## config.mk

```make
export PLATFORM = sky130hd
export DESIGN_NAME = link_connect_retry_controller_top_flat
export DESIGN_NICKNAME = d
export VERILOG_FILES = /design/src/hw/rtl/lcrc_pkg.sv /design/src/hw/rtl/lcrc_req_if.sv /design/src/hw/rtl/lcrc_rsp_if.sv /design/src/hw/rtl/lcrc_cfg_regs.sv /design/src/hw/rtl/lcrc_step.sv /design/src/hw/rtl/link_connect_retry_controller_top.sv /design/src/flat_wrapper.sv
export SDC_FILE = /design/constraint.sdc
export NUM_CORES = 1
export LEC_CHECK = 0
export BUFFER_PORTS_ARGS = -buffer_cell sky130_fd_sc_hd__buf_2
export CAP_MARGIN = 20
export CORE_MARGIN = 8
export CORE_UTILIZATION = 30
export CTS_CLUSTER_DIAMETER = 40
export DETAILED_ROUTE_END_ITERATION = 10
export PLACE_DENSITY = 0.55
export SLEW_MARGIN = 20
export SYNTH_ARGS = -nofsm -noshare
export SYNTH_HDL_FRONTEND = slang
export SYNTH_SLANG_ARGS = --single-unit
```

## constraint.sdc

```tcl
create_clock -name clk_i -period 9.65 [get_ports clk_i]
set_input_delay 0.965 -clock clk_i [delete_from_list [all_inputs] [get_ports clk_i]]
set_output_delay 0.965 -clock clk_i [all_outputs]
set_load 0.05 [all_outputs]
```

## src/hw/rtl/lcrc_pkg.sv

```systemverilog
// Shared types and constants of the link connect retry controller.
`default_nettype none
package lcrc_pkg;

  localparam int unsigned TIME_BITS_DEFAULT = 32;
  localparam int unsigned MS_W              = 32;
  localparam int unsigned CFG_IDX_W         = 3;
  localparam int unsigned CFG_DATA_W        = 32;

  localparam logic [CFG_IDX_W-1:0] CFG_ENABLED    = 3'd0;
  localparam logic [CFG_IDX_W-1:0] CFG_TIMEOUT    = 3'd1;
  localparam logic [CFG_IDX_W-1:0] CFG_MAX_ATT    = 3'd2;
  localparam logic [CFG_IDX_W-1:0] CFG_FIRST_DLY  = 3'd3;
  localparam logic [CFG_IDX_W-1:0] CFG_SECOND_DLY = 3'd4;

  localparam logic [MS_W-1:0] TIMEOUT_RST    = 32'd15000;
  localparam logic [1:0]      MAX_ATT_RST    = 2'd3;
  localparam logic [MS_W-1:0] FIRST_DLY_RST  = 32'd8000;
  localparam logic [MS_W-1:0] SECOND_DLY_RST = 32'd30000;

  typedef enum logic [1:0] {
    MODE_DISABLED   = 2'd0,
    MODE_CONNECTING = 2'd1,
    MODE_ONLINE     = 2'd2,
    MODE_OFFLINE    = 2'd3
  } mode_e;

  typedef enum logic [1:0] {
    KIND_UPDATE = 2'd0,
    KIND_START  = 2'd1,
    KIND_RETRY  = 2'd2
  } kind_e;

  typedef struct packed {
    logic            enabled;
    logic [MS_W-1:0] connect_timeout_ms;
    logic [1:0]      max_attempts;
    logic [MS_W-1:0] first_retry_delay_ms;
    logic [MS_W-1:0] second_retry_delay_ms;
  } cfg_t;

  // Control part of the state; the time stamps travel separately.
  typedef struct packed {
    mode_e      mode;
    logic [1:0] attempt_count;
    logic       retry_armed;
  } ctl_t;

  typedef struct packed {
    mode_e      mode;
    logic       start_link;
    logic       just_connected;
    logic       just_disconnected;
    logic [1:0] attempt_number;
    logic       retry_pending;
  } rsp_t;

endpackage
`default_nettype wire

```

## src/hw/rtl/lcrc_req_if.sv

```systemverilog
// Request channel: event kind, millisecond time and link status.
`default_nettype none
interface lcrc_req_if;
  logic                   valid;
  logic                   ready;
  logic [1:0]             kind;
  logic [lcrc_pkg::MS_W-1:0] now_ms;
  logic                   link_up;

  modport source (output valid, kind, now_ms, link_up, input ready);
  modport sink   (input valid, kind, now_ms, link_up, output ready);
endinterface
`default_nettype wire

```

## src/hw/rtl/lcrc_rsp_if.sv

```systemverilog
// Result channel: mode, pulses, attempt count and pending bit.
`default_nettype none
interface lcrc_rsp_if;
  logic       valid;
  logic       ready;
  logic [1:0] mode;
  logic       start_link;
  logic       just_connected;
  logic       just_disconnected;
  logic [1:0] attempt_number;
  logic       retry_pending;

  modport source (output valid, mode, start_link, just_connected, just_disconnected,
                  attempt_number, retry_pending, input ready);
  modport sink   (input valid, mode, start_link, just_connected, just_disconnected,
                  attempt_number, retry_pending, output ready);
endinterface
`default_nettype wire

```

## src/hw/rtl/lcrc_cfg_regs.sv

```systemverilog
// Configuration register file with write-only port.
`default_nettype none
module lcrc_cfg_regs (
  input  wire logic                              clk_i,
  input  wire logic                              rst_ni,
  input  wire logic                              cfg_we_i,
  input  wire logic [lcrc_pkg::CFG_IDX_W-1:0]    cfg_idx_i,
  input  wire logic [lcrc_pkg::CFG_DATA_W-1:0]   cfg_wdata_i,
  output lcrc_pkg::cfg_t                         cfg_o
);

  lcrc_pkg::cfg_t cfg_q, cfg_d;

  always_comb begin
    cfg_d = cfg_q;
    if (cfg_we_i) begin
      case (cfg_idx_i)
        lcrc_pkg::CFG_ENABLED:    cfg_d.enabled               = cfg_wdata_i[0];
        lcrc_pkg::CFG_TIMEOUT:    cfg_d.connect_timeout_ms    = cfg_wdata_i;
        lcrc_pkg::CFG_MAX_ATT:    cfg_d.max_attempts          = cfg_wdata_i[1:0];
        lcrc_pkg::CFG_FIRST_DLY:  cfg_d.first_retry_delay_ms  = cfg_wdata_i;
        lcrc_pkg::CFG_SECOND_DLY: cfg_d.second_retry_delay_ms = cfg_wdata_i;
        default: ; // drop writes beyond the register list
      endcase
    end
  end

  always_ff @(posedge clk_i or negedge rst_ni) begin
    if (!rst_ni) begin
      cfg_q.enabled               <= 1'b0;
      cfg_q.connect_timeout_ms    <= lcrc_pkg::TIMEOUT_RST;
      cfg_q.max_attempts          <= lcrc_pkg::MAX_ATT_RST;
      cfg_q.first_retry_delay_ms  <= lcrc_pkg::FIRST_DLY_RST;
      cfg_q.second_retry_delay_ms <= lcrc_pkg::SECOND_DLY_RST;
    end else begin
      cfg_q <= cfg_d;
    end
  end

  assign cfg_o = cfg_q;

endmodule
`default_nettype wire

```

## src/hw/rtl/lcrc_step.sv

```systemverilog
// Next-state and result logic for one request.
`default_nettype none
module lcrc_step #(
  parameter int unsigned TIME_BITS = lcrc_pkg::TIME_BITS_DEFAULT
) (
  input  wire lcrc_pkg::cfg_t             cfg_i,
  input  wire logic [1:0]                 kind_i,
  input  wire logic [lcrc_pkg::MS_W-1:0]  now_ms_i,
  input  wire logic                       link_up_i,
  input  wire lcrc_pkg::ctl_t             ctl_i,
  input  wire logic [TIME_BITS-1:0]       start_time_i,
  input  wire logic [TIME_BITS-1:0]       retry_time_i,
  output lcrc_pkg::ctl_t                  ctl_o,
  output logic [TIME_BITS-1:0]            start_time_o,
  output logic [TIME_BITS-1:0]            retry_time_o,
  output lcrc_pkg::rsp_t                  rsp_o
);

  // Compare width covers both the time range and the 32-bit timeout.
  localparam int unsigned CMP_W = (TIME_BITS > lcrc_pkg::MS_W) ? TIME_BITS : lcrc_pkg::MS_W;

  logic [TIME_BITS-1:0] now_t;
  logic [TIME_BITS-1:0] elapsed;
  logic [TIME_BITS-1:0] since_retry;
  logic [TIME_BITS-1:0] auto_delay;
  logic                 timed_out;
  logic                 retry_due;
  logic                 start_link;
  logic                 conn;
  logic                 disc;

  assign now_t       = TIME_BITS'(now_ms_i);
  assign elapsed     = now_t - start_time_i;
  assign since_retry = now_t - retry_time_i;
  assign timed_out   = CMP_W'(elapsed) >= CMP_W'(cfg_i.connect_timeout_ms);
  // Deadline reached when the wrapped difference lies in the lower half.
  assign retry_due   = ~since_retry[TIME_BITS-1];
  // Clamp the delay index to the last delay.
  assign auto_delay  = (ctl_i.attempt_count <= 2'd1) ? TIME_BITS'(cfg_i.first_retry_delay_ms)
                                                     : TIME_BITS'(cfg_i.second_retry_delay_ms);

  always_comb begin
    ctl_o        = ctl_i;
    start_time_o = start_time_i;
    retry_time_o = retry_time_i;
    start_link   = 1'b0;
    conn         = 1'b0;
    disc         = 1'b0;
    case (kind_i)
      lcrc_pkg::KIND_START: begin
        if (!cfg_i.enabled) begin
          ctl_o.mode = lcrc_pkg::MODE_DISABLED;
        end else begin
          ctl_o.attempt_count = 2'd1;
          ctl_o.retry_armed   = 1'b0;
          ctl_o.mode          = lcrc_pkg::MODE_CONNECTING;
          start_time_o        = now_t;
          retry_time_o        = '0;
          start_link          = 1'b1;
        end
      end
      lcrc_pkg::KIND_RETRY: begin
        if (ctl_i.mode == lcrc_pkg::MODE_OFFLINE) begin
          ctl_o.attempt_count = 2'd1;
          ctl_o.retry_armed   = 1'b0;
          ctl_o.mode          = lcrc_pkg::MODE_CONNECTING;
          start_time_o        = now_t;
          retry_time_o        = '0;
          start_link          = 1'b1;
        end
      end
      lcrc_pkg::KIND_UPDATE: begin
        case (ctl_i.mode)
          lcrc_pkg::MODE_CONNECTING: begin
            if (link_up_i) begin
              ctl_o.mode = lcrc_pkg::MODE_ONLINE;
              conn       = 1'b1;
            end else if (timed_out) begin
              ctl_o.mode = lcrc_pkg::MODE_OFFLINE;
              if (ctl_i.attempt_count < cfg_i.max_attempts) begin
                retry_time_o      = now_t + auto_delay;
                ctl_o.retry_armed = 1'b1;
              end else begin
                retry_time_o      = '0;
                ctl_o.retry_armed = 1'b0;
              end
            end
          end
          lcrc_pkg::MODE_ONLINE: begin
            if (!link_up_i) begin
              ctl_o.mode          = lcrc_pkg::MODE_OFFLINE;
              ctl_o.attempt_count = 2'd0;
              ctl_o.retry_armed   = 1'b1;
              retry_time_o        = now_t + TIME_BITS'(cfg_i.first_retry_delay_ms);
              disc                = 1'b1;
            end
          end
          lcrc_pkg::MODE_OFFLINE: begin
            if (link_up_i) begin
              ctl_o.mode = lcrc_pkg::MODE_ONLINE;
              conn       = 1'b1;
            end else if (ctl_i.retry_armed && retry_due) begin
              ctl_o.attempt_count = ctl_i.attempt_count + 2'd1;
              ctl_o.retry_armed   = 1'b0;
              ctl_o.mode          = lcrc_pkg::MODE_CONNECTING;
              start_time_o        = now_t;
              retry_time_o        = '0;
              start_link          = 1'b1;
            end
          end
          default: ; // disabled: hold
        endcase
      end
      default: ; // unknown kind: hold
    endcase
  end

  always_comb begin
    rsp_o.mode              = ctl_o.mode;
    rsp_o.start_link        = start_link;
    rsp_o.just_connected    = conn;
    rsp_o.just_disconnected = disc;
    rsp_o.attempt_number    = ctl_o.attempt_count;
    rsp_o.retry_pending     = ctl_o.retry_armed;
  end

endmodule
`default_nettype wire

```

## src/hw/rtl/link_connect_retry_controller_top.sv

```systemverilog
// Top level of the link connect retry controller.
//
//   channel  | dir | handshake      | payload
//   ---------+-----+----------------+-------------------------------------------------
//   req_i    | in  | valid / ready  | kind, now_ms, link_up
//   rsp_o    | out | valid / ready  | mode, start_link, just_connected,
//            |     |                | just_disconnected, attempt_number, retry_pending
//   cfg      | in  | cfg_we_i       | cfg_idx_i, cfg_wdata_i (write only)
//
// Each request is registered in the input stage on acceptance, then evaluated by the step
// logic, which updates the controller state and loads the result register that drives the
// output. One request per cycle is sustained while the result side is ready. Reset puts
// the controller in disabled mode and loads the register defaults. A stalled result holds
// the input stage; the input stage still accepts while it moves on or is empty, so one
// request may wait behind a held result.
`default_nettype none
module link_connect_retry_controller_top #(
  parameter int unsigned TIME_BITS = lcrc_pkg::TIME_BITS_DEFAULT
) (
  input  wire logic                             clk_i,
  input  wire logic                             rst_ni,
  lcrc_req_if.sink                              req_i,
  lcrc_rsp_if.source                            rsp_o,
  input  wire logic                             cfg_we_i,
  input  wire logic [lcrc_pkg::CFG_IDX_W-1:0]   cfg_idx_i,
  input  wire logic [lcrc_pkg::CFG_DATA_W-1:0]  cfg_wdata_i
);

  lcrc_pkg::cfg_t cfg;

  // Input stage.
  logic                      in_vld_q;
  logic [1:0]                kind_q;
  logic [lcrc_pkg::MS_W-1:0] now_q;
  logic                      link_q;

  // Controller state.
  lcrc_pkg::ctl_t       ctl_q, ctl_d;
  logic [TIME_BITS-1:0] start_time_q, start_time_d;
  logic [TIME_BITS-1:0] retry_time_q, retry_time_d;

  // Result stage.
  logic           out_vld_q;
  lcrc_pkg::rsp_t rsp_q, rsp_d;

  logic advance;
  logic accept;

  lcrc_cfg_regs u_cfg (
    .clk_i       (clk_i),
    .rst_ni      (rst_ni),
    .cfg_we_i    (cfg_we_i),
    .cfg_idx_i   (cfg_idx_i),
    .cfg_wdata_i (cfg_wdata_i),
    .cfg_o       (cfg)
  );

  lcrc_step #(
    .TIME_BITS (TIME_BITS)
  ) u_step (
    .cfg_i        (cfg),
    .kind_i       (kind_q),
    .now_ms_i     (now_q),
    .link_up_i    (link_q),
    .ctl_i        (ctl_q),
    .start_time_i (start_time_q),
    .retry_time_i (retry_time_q),
    .ctl_o        (ctl_d),
    .start_time_o (start_time_d),
    .retry_time_o (retry_time_d),
    .rsp_o        (rsp_d)
  );

  // Advance the registered request when the result register is free or drains now.
  assign advance     = in_vld_q && (!out_vld_q || rsp_o.ready);
  assign req_i.ready = !in_vld_q || advance;
  assign accept      = req_i.valid && req_i.ready;

  always_ff @(posedge clk_i or negedge rst_ni) begin
    if (!rst_ni) begin
      in_vld_q <= 1'b0;
    end else if (req_i.ready) begin
      in_vld_q <= req_i.valid;
    end
  end

  always_ff @(posedge clk_i) begin
    if (accept) begin
      kind_q <= req_i.kind;
      now_q  <= req_i.now_ms;
      link_q <= req_i.link_up;
    end
  end

  // Commit the state only when a request is evaluated.
  always_ff @(posedge clk_i or negedge rst_ni) begin
    if (!rst_ni) begin
      ctl_q.mode          <= lcrc_pkg::MODE_DISABLED;
      ctl_q.attempt_count <= 2'd0;
      ctl_q.retry_armed   <= 1'b0;
      start_time_q        <= '0;
      retry_time_q        <= '0;
    end else if (advance) begin
      ctl_q        <= ctl_d;
      start_time_q <= start_time_d;
      retry_time_q <= retry_time_d;
    end
  end

  always_ff @(posedge clk_i or negedge rst_ni) begin
    if (!rst_ni) begin
      out_vld_q <= 1'b0;
    end else if (advance) begin
      out_vld_q <= 1'b1;
    end else if (rsp_o.ready) begin
      out_vld_q <= 1'b0;
    end
  end

  always_ff @(posedge clk_i) begin
    if (advance) begin
      rsp_q <= rsp_d;
    end
  end

  assign rsp_o.valid             = out_vld_q;
  assign rsp_o.mode              = rsp_q.mode;
  assign rsp_o.start_link        = rsp_q.start_link;
  assign rsp_o.just_connected    = rsp_q.just_connected;
  assign rsp_o.just_disconnected = rsp_q.just_disconnected;
  assign rsp_o.attempt_number    = rsp_q.attempt_number;
  assign rsp_o.retry_pending     = rsp_q.retry_pending;

endmodule
`default_nettype wire

```

## src/flat_wrapper.sv

```systemverilog
// flat-port wrapper written by rule: the top's interface ports become plain ports
module link_connect_retry_controller_top_flat 
#(
  parameter int unsigned TIME_BITS = lcrc_pkg::TIME_BITS_DEFAULT
)
  (clk_i, rst_ni, cfg_we_i, cfg_idx_i, cfg_wdata_i, req_i_valid, req_i_kind, req_i_now_ms, req_i_link_up, req_i_ready, rsp_o_valid, rsp_o_mode, rsp_o_start_link, rsp_o_just_connected, rsp_o_just_disconnected, rsp_o_attempt_number, rsp_o_retry_pending, rsp_o_ready);
  lcrc_req_if req_i_i ();
  lcrc_rsp_if rsp_o_i ();
  input  wire logic clk_i;
  input  wire logic rst_ni;
  input  wire logic cfg_we_i;
  input  wire logic [lcrc_pkg::CFG_IDX_W-1:0] cfg_idx_i;
  input  wire logic [lcrc_pkg::CFG_DATA_W-1:0] cfg_wdata_i;
  input wire logic [$bits(req_i_i.valid)-1:0] req_i_valid;
  input wire logic [$bits(req_i_i.kind)-1:0] req_i_kind;
  input wire logic [$bits(req_i_i.now_ms)-1:0] req_i_now_ms;
  input wire logic [$bits(req_i_i.link_up)-1:0] req_i_link_up;
  output wire logic [$bits(req_i_i.ready)-1:0] req_i_ready;
  output wire logic [$bits(rsp_o_i.valid)-1:0] rsp_o_valid;
  output wire logic [$bits(rsp_o_i.mode)-1:0] rsp_o_mode;
  output wire logic [$bits(rsp_o_i.start_link)-1:0] rsp_o_start_link;
  output wire logic [$bits(rsp_o_i.just_connected)-1:0] rsp_o_just_connected;
  output wire logic [$bits(rsp_o_i.just_disconnected)-1:0] rsp_o_just_disconnected;
  output wire logic [$bits(rsp_o_i.attempt_number)-1:0] rsp_o_attempt_number;
  output wire logic [$bits(rsp_o_i.retry_pending)-1:0] rsp_o_retry_pending;
  input wire logic [$bits(rsp_o_i.ready)-1:0] rsp_o_ready;
  assign req_i_i.valid = req_i_valid;
  assign req_i_i.kind = req_i_kind;
  assign req_i_i.now_ms = req_i_now_ms;
  assign req_i_i.link_up = req_i_link_up;
  assign req_i_ready = req_i_i.ready;
  assign rsp_o_valid = rsp_o_i.valid;
  assign rsp_o_mode = rsp_o_i.mode;
  assign rsp_o_start_link = rsp_o_i.start_link;
  assign rsp_o_just_connected = rsp_o_i.just_connected;
  assign rsp_o_just_disconnected = rsp_o_i.just_disconnected;
  assign rsp_o_attempt_number = rsp_o_i.attempt_number;
  assign rsp_o_retry_pending = rsp_o_i.retry_pending;
  assign rsp_o_i.ready = rsp_o_ready;
  link_connect_retry_controller_top #(.TIME_BITS(TIME_BITS)) u_core (.clk_i(clk_i), .rst_ni(rst_ni), .req_i(req_i_i), .rsp_o(rsp_o_i), .cfg_we_i(cfg_we_i), .cfg_idx_i(cfg_idx_i), .cfg_wdata_i(cfg_wdata_i));
endmodule
```

==> qor.yml <==
critPathLaunchType: "register"
grt.total_usage: 0.149
rows: 82
rsz0062_at_grt: "false"
critPathMaxStageDelay_ns: 0.78
critical_path_buf_inv_count: 2
tightest_slew_ns: 0.987
cts_tree: "yes"
ys_seq_area_frac: 0.373
worstSkewPairLatency_ns: 0.59
design.core.area_mm2: 0.0497
maxCapViolCount: 0
synth.top_cell.area_share: 0.248
power_density_mw_per_mm2: 283
synth_cells: 1509
layoutNonFillerInstCount: 2321
post_cts_buffers: 0
crit_cells: 22
drc: 0
max_slew_margin: 0.342
area_delta_synth_final_pct: 18.1
synthArstFlopShare: 0.798
n_antenna_cell: 0
leakage_nw: 7.77
path_delay_family: "compound AO/OA/AOI/OAI gates"
crit_fanout: 32
n_fill_cell: 5015
portBuffers: 84
tns_ns: 0
grt_max_degree: 71
h-tree-depth: 2
reg2reg_slack_ns: 3.14
rr_startpoint: "u_core.now_q[0]"
syn_area_mm2: 0.0150
grt_first_pass_wirelength_um: 67700
netlist_top_cells_area: "dfrtp_1 25%, ha_1 13%, edfxtp_1 8.6%, mux2_2 7.8%, mux2_4 4.0%"
path_cells: "inv_1, ha_1, inv_1, fa_1, a21o_1, a21o_1, a211oi_1, o311a_1, o2111ai_1, a41oi_1, a21oi_1, a21o_1, a21oi_1, xnor2_1, ha_1, nand4_1, o21ai_0, a21oi_1, nor4_1, o221a_2, o21a_2, mux2_2"
synth_cell_types: 76
finalWirelength_um: 42700
cts_sinks: 213
crit_path_end_kind: "register"
syn_area_per_cell_um2: 9.91
ys_top_cells_by_count: "157 x ha_1, 148 x dfrtp_1, 125 x nand2_1, 121 x inv_1, 113 x o21ai_0"
clk_pin_slew_ns: 0.05
ctsHoldBuffers: 0
ys_ff_latch: 213
synth.most_common_cell: "ha_1"
cts_resized: 0
crit_type: "register to register"
vias: 11700
maxClockFrequency_mhz: 154
overflow: 0
ys_warn_count: 0
drive_gt1_frac: 0.217
cts_buffer_depth: 3
cts_inserted_buffers: 44
cts_root_buf: "clkbuf_16"
synth_edf_count: 43
hp-class: "primary input to asynchronous set/reset pin"
final-setup-viol-count: 0
cp_slowest_cell: "o21a_2"
via_per_inst: 5.03
ant_nets: 0
required_ns: 10.09
critPathArrivalTime_ns: 6.95
dr.pass1.iters: 5
crit_start: "u_core.now_q[0]"
slew_viol_final: 0
yosys.area.top_type: "dfrtp_1"
die-area_mm2: 0.0572
ir_drop_mv: 0.128
start_util: 0.301
numPlacedInstances: 2239
synth_nets: 1744
hpwl_um: 31700
num_io_pins: 85
finClkSkew_ns: 0.0371
reg2regPathDepth: 22
die_x_um: 239
antenna_found_initial: 2
fin_crit_ns: 6.51
timing.final.crit_share: 0.675
ys.flop_type: "dfrtp_1"
reg2reg_to: "u_core.retry_time_q[17]"
grt_pass1_vias: 12300
drt_iter0_drc: 738
final_nets: 1848
finalHoldViolCount: 0
routedWlPerCell_um: 18.4
register_area_mm2: 0.00557
die_h_um: 239
gp_congestion: 0.898
endpoint: "u_core.retry_time_q[17]"
multi_input_area_mm2: 0.00876
status: "completed"
==> how the worst min path moves through the flow <==
stage	startpoint	end	slack (ns)	cells after the start
after floorplan	u_core.in_vld_q	u_core.rsp_o.valid	0.46	1
after global placement	u_core.in_vld_q	u_core.rsp_o.valid	0.48	1
after detailed placement	u_core.start_time_q[11]	u_core.start_time_q[11]	0.49	1
after CTS	rst_ni	u_core.u_cfg.cfg_o[82]	0.42	1
after global routing	rst_ni	u_core.u_cfg.cfg_o[82]	0.45	1
final	rst_ni	u_core.u_cfg.cfg_o[82]	0.41	1
==> layer usage <==
metal,vias to the layer above,global-route usage,share of wire
li1,5716,-,-
met1,5672,0.188,0.46
met2,208,0.256,0.48
met3,74,0.0312,0.040
met4,4,0.0444,0.024
met5,-,0,0.00047
==> report_power, final <==
group,leakage (nW),switching (W),total [W],internal (W)
combinational,4.59,0.00123,0.00219,0.000956
sequential,2.47,0.000139,0.00128,0.00114
clock,0.713,0.000584,0.00153,0.000943
total,7.77,0.00196,0.00500,0.00304
==> cell type report <==
cell class / instances / area share
Clock buffer: 45 / 0.0626
Clock inverter: 37 / 0.0230
Inverter: 121 / 0.0257
Multi-Input combinational cell: 1137 / 0.496
Sequential cell: 213 / 0.316
Tap cell: 672 / 0.0476
Timing Repair Buffer: 96 / 0.0293
==> cells by family (layout without fill, tap and decap cells) <==
kind of cell               after synthesis  after routing  share of synthesized area
xor gates and xnor gates                70             70                     0.0410
muxes                                  162            162                      0.131
DFF                                    213            213                      0.373
buffers and inverters                  159            299                     0.0438
and+or+nand+nor                        337            337                      0.106
AOI/OAI and AO/OA                      408            408                      0.170
adders and majority gates              160            160                      0.135
==> flip-flops by register name, summed over array words and instances (netlist names), 2 cells and up <==
name                         cells
u_core.kind_q                    2
u_core.now_q                    32
u_core.retry_time_q             32
u_core.u_cfg.cfg_o              99
u_core.rsp_o.mode                2
u_core.start_time_q             32
u_core.ctl_q                     5
u_core.rsp_o.attempt_number      2
==> per-stage QoR <==
step	total power (W)	setup WS, ns	util	instance area [um^2]	hold slack (ns)
2_1_floorplan	0.00290	4.57	-	15000	0.457
3_3_place_gp	0.00344	3.31	0.325	16100	0.475
3_5_place_dp	0.00347	3.17	0.325	16100	0.486
4_1_cts	0.00504	3.10	0.356	17700	0.422
5_1_grt	0.00538	2.82	0.356	17700	0.453
6_report	0.00500	3.14	0.356	17700	0.411
==> placed cells by master, fill, tap and decap left out, types with 8 or more instances in the layout <==
master,synthesis,layout
a211oi_1,19,19
a21o_1,35,34
a21oi_1,104,104
a22oi_1,8,8
a31oi_1,11,11
and2_1,9,8
buf_2,1,83
buf_4,0,12
clkbuf_16,0,44
clkinvlp_4,0,9
dfrtp_1,148,148
dfstp_2,22,22
edfxtp_1,43,43
ha_1,157,157
inv_1,121,121
mux2_2,103,103
mux2_4,40,40
mux2i_1,18,18
nand2_1,125,125
nand2b_1,13,13
nand3_1,19,19
nand4_1,11,11
nor2_1,88,87
nor3_1,21,20
o211ai_1,9,9
o21a_1,17,16
o21ai_0,113,113
o21bai_1,9,9
o22ai_1,15,15
o31ai_1,8,8
xnor2_1,45,45
xor2_1,25,25
Note: power is estimated with default switching activity, not from simulation.
